<file path="src/hw/rtl/hcb_pkg.sv">
// Shared types, constants and codes for the Huffman code builder.
package hcb_pkg;

    localparam int MAX_SYMBOLS_DEF = 64;
    localparam int SYM_W           = 8;
    localparam int FREQ_W          = 24;
    localparam int WEIGHT_W        = 30;
    localparam int LEN_W           = 6;
    localparam int CODE_W          = 63;

    typedef enum logic [4:0] {
        ST_IDLE, ST_INIT, ST_HFY_NEXT, ST_SD_LDN, ST_SD_LDW, ST_SD_L, ST_SD_LN,
        ST_SD_LW, ST_SD_RN, ST_SD_RW, ST_SD_CHK, ST_SD_SW, ST_MRG_CHK, ST_POP2,
        ST_POP_TOP, ST_POP_LAST, ST_SUM_A, ST_SUM_B, ST_SUM_W, ST_PSH_CHK,
        ST_PSH_PN, ST_PSH_PW, ST_PSH_PUT, ST_ROOT, ST_WK_POP, ST_WK_NODE,
        ST_WK_PUSHR, ST_WK_PUSHL, ST_WK_EMIT, ST_DONE
    } t_state;

    typedef enum logic [4:0] {
        CMD_LOAD, CMD_INIT, CMD_HFY_NEXT, CMD_SD_LDN, CMD_SD_LDW, CMD_SD_L,
        CMD_SD_CHILD, CMD_SD_LW, CMD_SD_RW, CMD_SD_CHK, CMD_SD_SW, CMD_RD_TOP,
        CMD_POP_TOP, CMD_POP_LAST, CMD_SUM_A, CMD_SUM_B, CMD_SUM_W, CMD_PSH_CHK,
        CMD_PSH_PN, CMD_PSH_PW, CMD_PSH_PUT, CMD_ROOT, CMD_WK_POP, CMD_WK_NODE,
        CMD_WK_PUSHR, CMD_WK_PUSHL, CMD_WK_EMIT, CMD_DONE
    } t_cmd;

    typedef enum logic [1:0] {
        RET_HFY, RET_POPA, RET_POPB
    } t_ret;

    typedef struct packed {
        logic last_acc;
        logic init_done;
        logic k_zero;
        logic l_in;
        logic r_in;
        logic best_is_i;
        logic size_gt1;
        logic i_zero;
        logic push_lt;
        logic sp_zero;
        logic is_leaf;
        logic out_free;
    } t_dp_status;

endpackage

</file>
<file path="src/hw/rtl/hcb_ctrl.sv">
// Sequencer for loading, heap build, merging and tree walk.
module hcb_ctrl (
    input  logic                i_clk,
    input  logic                i_rst_n,
    input  hcb_pkg::t_dp_status i_status,
    output hcb_pkg::t_cmd       o_cmd,
    output logic                o_in_stall
);

    hcb_pkg::t_state r_state, n_state;
    hcb_pkg::t_ret   r_ret, n_ret;
    hcb_pkg::t_state w_sd_ret;

    always_comb begin
        unique case (r_ret)
            hcb_pkg::RET_HFY:  w_sd_ret = hcb_pkg::ST_HFY_NEXT;
            hcb_pkg::RET_POPA: w_sd_ret = hcb_pkg::ST_POP2;
            default:           w_sd_ret = hcb_pkg::ST_SUM_A;
        endcase
    end

    always_comb begin
        n_state = r_state;
        n_ret   = r_ret;
        unique case (r_state)
            hcb_pkg::ST_IDLE:     if (i_status.last_acc) n_state = hcb_pkg::ST_INIT;
            hcb_pkg::ST_INIT:     if (i_status.init_done) n_state = hcb_pkg::ST_HFY_NEXT;
            hcb_pkg::ST_HFY_NEXT: begin
                n_ret = hcb_pkg::RET_HFY;
                n_state = i_status.k_zero ? hcb_pkg::ST_MRG_CHK : hcb_pkg::ST_SD_LDN;
            end
            hcb_pkg::ST_SD_LDN:   n_state = hcb_pkg::ST_SD_LDW;
            hcb_pkg::ST_SD_LDW:   n_state = hcb_pkg::ST_SD_L;
            hcb_pkg::ST_SD_L:     n_state = i_status.l_in ? hcb_pkg::ST_SD_LN : w_sd_ret;
            hcb_pkg::ST_SD_LN:    n_state = hcb_pkg::ST_SD_LW;
            hcb_pkg::ST_SD_LW:    n_state = i_status.r_in ? hcb_pkg::ST_SD_RN : hcb_pkg::ST_SD_CHK;
            hcb_pkg::ST_SD_RN:    n_state = hcb_pkg::ST_SD_RW;
            hcb_pkg::ST_SD_RW:    n_state = hcb_pkg::ST_SD_CHK;
            hcb_pkg::ST_SD_CHK:   n_state = i_status.best_is_i ? w_sd_ret : hcb_pkg::ST_SD_SW;
            hcb_pkg::ST_SD_SW:    n_state = hcb_pkg::ST_SD_L;
            hcb_pkg::ST_MRG_CHK: begin
                n_ret = hcb_pkg::RET_POPA;
                n_state = i_status.size_gt1 ? hcb_pkg::ST_POP_TOP : hcb_pkg::ST_ROOT;
            end
            hcb_pkg::ST_POP2: begin
                n_ret = hcb_pkg::RET_POPB;
                n_state = hcb_pkg::ST_POP_TOP;
            end
            hcb_pkg::ST_POP_TOP:  n_state = hcb_pkg::ST_POP_LAST;
            hcb_pkg::ST_POP_LAST: n_state = hcb_pkg::ST_SD_LDW;
            hcb_pkg::ST_SUM_A:    n_state = hcb_pkg::ST_SUM_B;
            hcb_pkg::ST_SUM_B:    n_state = hcb_pkg::ST_SUM_W;
            hcb_pkg::ST_SUM_W:    n_state = hcb_pkg::ST_PSH_CHK;
            hcb_pkg::ST_PSH_CHK:  n_state = i_status.i_zero ? hcb_pkg::ST_PSH_PUT : hcb_pkg::ST_PSH_PN;
            hcb_pkg::ST_PSH_PN:   n_state = hcb_pkg::ST_PSH_PW;
            hcb_pkg::ST_PSH_PW:   n_state = i_status.push_lt ? hcb_pkg::ST_PSH_CHK : hcb_pkg::ST_PSH_PUT;
            hcb_pkg::ST_PSH_PUT:  n_state = hcb_pkg::ST_MRG_CHK;
            hcb_pkg::ST_ROOT:     n_state = hcb_pkg::ST_WK_POP;
            hcb_pkg::ST_WK_POP:   n_state = i_status.sp_zero ? hcb_pkg::ST_DONE : hcb_pkg::ST_WK_NODE;
            hcb_pkg::ST_WK_NODE:  n_state = i_status.is_leaf ? hcb_pkg::ST_WK_EMIT : hcb_pkg::ST_WK_PUSHR;
            hcb_pkg::ST_WK_PUSHR: n_state = hcb_pkg::ST_WK_PUSHL;
            hcb_pkg::ST_WK_PUSHL: n_state = hcb_pkg::ST_WK_POP;
            hcb_pkg::ST_WK_EMIT:  if (i_status.out_free) n_state = hcb_pkg::ST_WK_POP;
            hcb_pkg::ST_DONE:     n_state = hcb_pkg::ST_IDLE;
            default:              n_state = hcb_pkg::ST_IDLE;
        endcase
    end

    always_comb begin
        o_in_stall = (r_state != hcb_pkg::ST_IDLE);
        unique case (r_state)
            hcb_pkg::ST_IDLE:     o_cmd = hcb_pkg::CMD_LOAD;
            hcb_pkg::ST_INIT:     o_cmd = hcb_pkg::CMD_INIT;
            hcb_pkg::ST_HFY_NEXT: o_cmd = hcb_pkg::CMD_HFY_NEXT;
            hcb_pkg::ST_SD_LDN:   o_cmd = hcb_pkg::CMD_SD_LDN;
            hcb_pkg::ST_SD_LDW:   o_cmd = hcb_pkg::CMD_SD_LDW;
            hcb_pkg::ST_SD_L:     o_cmd = hcb_pkg::CMD_SD_L;
            hcb_pkg::ST_SD_LN:    o_cmd = hcb_pkg::CMD_SD_CHILD;
            hcb_pkg::ST_SD_LW:    o_cmd = hcb_pkg::CMD_SD_LW;
            hcb_pkg::ST_SD_RN:    o_cmd = hcb_pkg::CMD_SD_CHILD;
            hcb_pkg::ST_SD_RW:    o_cmd = hcb_pkg::CMD_SD_RW;
            hcb_pkg::ST_SD_CHK:   o_cmd = hcb_pkg::CMD_SD_CHK;
            hcb_pkg::ST_SD_SW:    o_cmd = hcb_pkg::CMD_SD_SW;
            hcb_pkg::ST_MRG_CHK:  o_cmd = hcb_pkg::CMD_RD_TOP;
            hcb_pkg::ST_POP2:     o_cmd = hcb_pkg::CMD_RD_TOP;
            hcb_pkg::ST_POP_TOP:  o_cmd = hcb_pkg::CMD_POP_TOP;
            hcb_pkg::ST_POP_LAST: o_cmd = hcb_pkg::CMD_POP_LAST;
            hcb_pkg::ST_SUM_A:    o_cmd = hcb_pkg::CMD_SUM_A;
            hcb_pkg::ST_SUM_B:    o_cmd = hcb_pkg::CMD_SUM_B;
            hcb_pkg::ST_SUM_W:    o_cmd = hcb_pkg::CMD_SUM_W;
            hcb_pkg::ST_PSH_CHK:  o_cmd = hcb_pkg::CMD_PSH_CHK;
            hcb_pkg::ST_PSH_PN:   o_cmd = hcb_pkg::CMD_PSH_PN;
            hcb_pkg::ST_PSH_PW:   o_cmd = hcb_pkg::CMD_PSH_PW;
            hcb_pkg::ST_PSH_PUT:  o_cmd = hcb_pkg::CMD_PSH_PUT;
            hcb_pkg::ST_ROOT:     o_cmd = hcb_pkg::CMD_ROOT;
            hcb_pkg::ST_WK_POP:   o_cmd = hcb_pkg::CMD_WK_POP;
            hcb_pkg::ST_WK_NODE:  o_cmd = hcb_pkg::CMD_WK_NODE;
            hcb_pkg::ST_WK_PUSHR: o_cmd = hcb_pkg::CMD_WK_PUSHR;
            hcb_pkg::ST_WK_PUSHL: o_cmd = hcb_pkg::CMD_WK_PUSHL;
            hcb_pkg::ST_WK_EMIT:  o_cmd = hcb_pkg::CMD_WK_EMIT;
            hcb_pkg::ST_DONE:     o_cmd = hcb_pkg::CMD_DONE;
            default:              o_cmd = hcb_pkg::CMD_DONE;
        endcase
    end

    always_ff @(posedge i_clk) begin
        if (!i_rst_n) begin
            r_state <= hcb_pkg::ST_IDLE;
            r_ret   <= hcb_pkg::RET_HFY;
        end else begin
            r_state <= n_state;
            r_ret   <= n_ret;
        end
    end

    a_done_idle: assert property (@(posedge i_clk) disable iff (!i_rst_n)
        (r_state == hcb_pkg::ST_DONE) |=> (r_state == hcb_pkg::ST_IDLE))
        else $error("build did not return to idle");
    a_load_only_idle: assert property (@(posedge i_clk) disable iff (!i_rst_n)
        i_status.last_acc |-> (r_state == hcb_pkg::ST_IDLE))
        else $error("symbol taken outside idle");
    a_emit_after_node: assert property (@(posedge i_clk) disable iff (!i_rst_n)
        $rose(r_state == hcb_pkg::ST_WK_EMIT) |-> $past(r_state == hcb_pkg::ST_WK_NODE))
        else $error("emit entered without a leaf");

endmodule

</file>
<file path="config.mk">
export PLATFORM = sky130hd
export DESIGN_NAME = hcb_ctrl
export DESIGN_NICKNAME = d
export VERILOG_FILES = /design/src/hw/rtl/hcb_pkg.sv /design/src/hw/rtl/hcb_ctrl.sv
export SDC_FILE = /design/constraint.sdc
export NUM_CORES = 1
export LEC_CHECK = 0
export BUFFER_PORTS_ARGS = -buffer_cell sky130_fd_sc_hd__buf_2
export CORE_ASPECT_RATIO = 1.25
export CORE_MARGIN = 2
export CORE_UTILIZATION = 35
export CTS_CLUSTER_SIZE = 30
export DETAILED_ROUTE_END_ITERATION = 16
export PLACE_DENSITY = 0.58
export SLEW_MARGIN = 20
export SYNTH_ARGS = -nofsm -noshare
export SYNTH_HDL_FRONTEND = slang
export SYNTH_SLANG_ARGS = --single-unit
</file>
<file path="constraint.sdc">
create_clock -name i_clk -period 7.03 [get_ports i_clk]
set_input_delay 1.406 -clock i_clk [delete_from_list [all_inputs] [get_ports i_clk]]
set_output_delay 1.406 -clock i_clk [all_outputs]
set_load 0.01 [all_outputs]
</file>
==> out/results.ini <==
[floorplan]
die_h_um = 71.7
rows = 24
ioPinCount = 20
core_mm2 = 0.00351
dieArea_mm2 = 0.00418
initial_utilization_pct = 36.6
die_w_um = 58.2

[final_layout]
fin_nets = 198
antenna_cells = 0
mostFrequentLayoutCells = 19 x buf_2, 12 x nor2_1, 12 x dfxtp_1
layout_commonest_cell = buf_2
synthToLayoutAreaGrowth_pct = 7.69
instances_no_fill = 215
final_area_mm2 = 0.00138
drive_gt1_share_pct = 14.8

[sta]
max-slew-margin-rel_pct = 44.2
clock_skew_ns = 0.00195
drv_slew = 0
setup_viol = 0
max_freq_mhz = 294
worstMarginPinSlew_ns = 0.836
period_share_pct = 48.3
hold_viol_final = 0
rsz0062_at_grt = no
worst_slack_ns = 3.63
timing.setup.tns_ns = 0
period_minus_slack_ns = 3.40

[yosys]
synth_area_leaders = dfxtp_1 19%, ha_1 5.8%, nor4bb_1 3.9%, o21ai_0 3.5%, buf_6 3.5%
ys_seq_area_share_pct = 18.7
yosys_warnings = 0
syn-num-nets = 187
netlist.area_leader.share_pct = 18.7
syn_inst = 167
synth-main-ff-cell = dfxtp_1
async_reset_ff_share_pct = 0
yosysTopAreaCell = dfxtp_1
syn_avg_cell_area_um2 = 7.69
synth_seq_cells = 12
syn-cell-area_mm2 = 0.00128
synth_cell_types = 48
synth_edf_count = 0

[worst_hold_path]
hold_end = r_ret[0]
hp-start = r_ret[0]
min_delay_path_depth = 2
hold_class = reg2reg

[cts]
clk_path_buf_depth = 2
cts_setup_buffers = 0
cts-buffers-inserted = 3
cts_resized = 0
cts_tree = built
cts_root_buffer = clkbuf_8
clk_pin_slew_ns = 0.05
holdBufCountCts = 0
htree_levels = 1
cts_sinks = 12
clk_latency_ns = 0.24

[setup_path]
r2r-start = r_state[3]
rrSetupSlack_ns = 3.79
worstPathMaxFanout = 3
critPathCaptureType = flop
worstRegToRegCells = 10
r2r-end = o_cmd[2]
worstPathRequired_ns = 7.18
worstSetupPathType = in2reg
critPathArrivalTime_ns = 3.54
cp-start-kind = input pin

[pwr]
sequentialPowerShare_pct = 27.1
combPwrFrac_pct = 59.2
swShare_pct = 47.6
power.leakage_nw = 0.552
power_switching_mw = 0.213
ir_drop_mv = 0.154
pwr-share-clk_pct = 13.7
p_per_area_mw_per_mm2 = 324
p_int_mw = 0.235

[route]
drt_iter0_drc = 59
first_pass_iters = 4
wl_per_cell_um = 16.3
viasPerCell = 6.17
wirelength_um = 3510
drc = 0
vias = 1326
ant_nets = 0

[run]
drv_cap = 0

[grt]
grt_antenna_before_repair = 0
gr-usage-met3_pct = 1.99
grt.busiest_layer = met2
grt_first_pass_wirelength_um = 5850
use_met1_pct = 22.7
grt_pass1_vias = 1273
overflow = 0
grt_use_met2_pct = 28.9
grt_max_degree = 29
track_usage_pct = 17.6

[placement]
portBuffers = 19
place_inst = 212
hpwl_um = 2560
pre_cts_ws_ns = 3.37
gp_congestion = 0.898
placed_area_mm2 = 0.00134

[outcome]
status = completed

[worst max-delay path, stage by stage]
cell,delay [ns]
buf_2,0.10
inv_1,0.11
a221oi_1,0.10
a2111oi_1,0.65
nor3_1,0.20
nor2_1,0.15
inv_1,0.09
ha_1,0.29
nand3_1,0.06
o21ai_0,0.10
a221oi_1,0.29
[metrics by stage]
step / hold WS [ns] / utilization [%] / total power [mW]
after CTS: 0.530 / 39.4 / 0.446
after global routing: 0.579 / 39.4 / 0.486
after global placement: 0.509 / 38.2 / 0.377
after detailed placement: 0.520 / 38.2 / 0.381
after floorplan: 0.477 / - / 0.335
final: 0.524 / 39.4 / 0.448
[worst max path at each step]
| stage | start | cells after the start | endpoint | slack [ns] |
|---|---|---|---|---|
| floorplan | i_status[3] | 10 | o_cmd[2] | 3.93 |
| finish | i_status[0] | 11 | o_cmd[2] | 3.63 |
| detailed placement | i_status[0] | 11 | o_cmd[2] | 3.37 |
| global placement | i_status[0] | 11 | o_cmd[2] | 3.42 |
| CTS | i_status[0] | 11 | o_cmd[2] | 3.60 |
| global route | i_status[3] | 11 | o_cmd[2] | 3.45 |
[cell usage after synthesis (all sizes together), types with 2 or more instances]
library cell  count
buf              13
dfxtp            12
nor2             12
inv              10
o21ai             9
a21oi             8
a221oi            7
nand2             7
ha                6
nand3             6
nor2b             6
and2              5
nand2b            5
nor3              5
nor4bb            5
a31oi             4
mux2i             4
a21o              3
a22oi             3
o211ai            3
and3b             2
nand4b            2
nor3b             2
nor4              2
o21a              2
o221ai            2
o31ai             2
o32a              2
o32ai             2
or3               2
[routing by layer]
| layer | vias up | share of wire [%] |
|---|---|---|
| li1 | 650 | - |
| met1 | 632 | 45 |
| met2 | 35 | 48 |
| met3 | 9 | 4.2 |
| met4 | 0 | 2.7 |
| met5 | - | 0 |
[final cells by class]
cell class	instances	area (µm²)
timing repair buffer	20	103
tap	39	48.8
sequential	12	240
fill	379	2130
clock buffer	3	41.3
inverter	10	37.5
multi-input combinational	131	913
[power groups by stage]
stage | Combinational [mW] | Sequential, mW | Clock [mW]
global route | 0.296 | 0.125 | 0.0650
floorplan | 0.239 | 0.0954 | 0
detailed placement | 0.261 | 0.120 | 0
finish | 0.265 | 0.121 | 0.0616
global placement | 0.257 | 0.120 | 0
CTS | 0.264 | 0.119 | 0.0620
[state kept, by name, summed over array words and instances, names as in the netlist]
register and count:
r_state 5, o_cmd 5, r_ret 2
[logic make-up after synthesis]
kind of cell             synth area share [%]
buffers and inverters                    10.2
flip-flops                               18.7
AO/OA/AOI/OAI                            30.9
adder cells (fa/ha/maj)                  5.84
multiplexers                             3.12
AND/OR/NAND/NOR                          31.3
(Power assumes the default switching activity.)
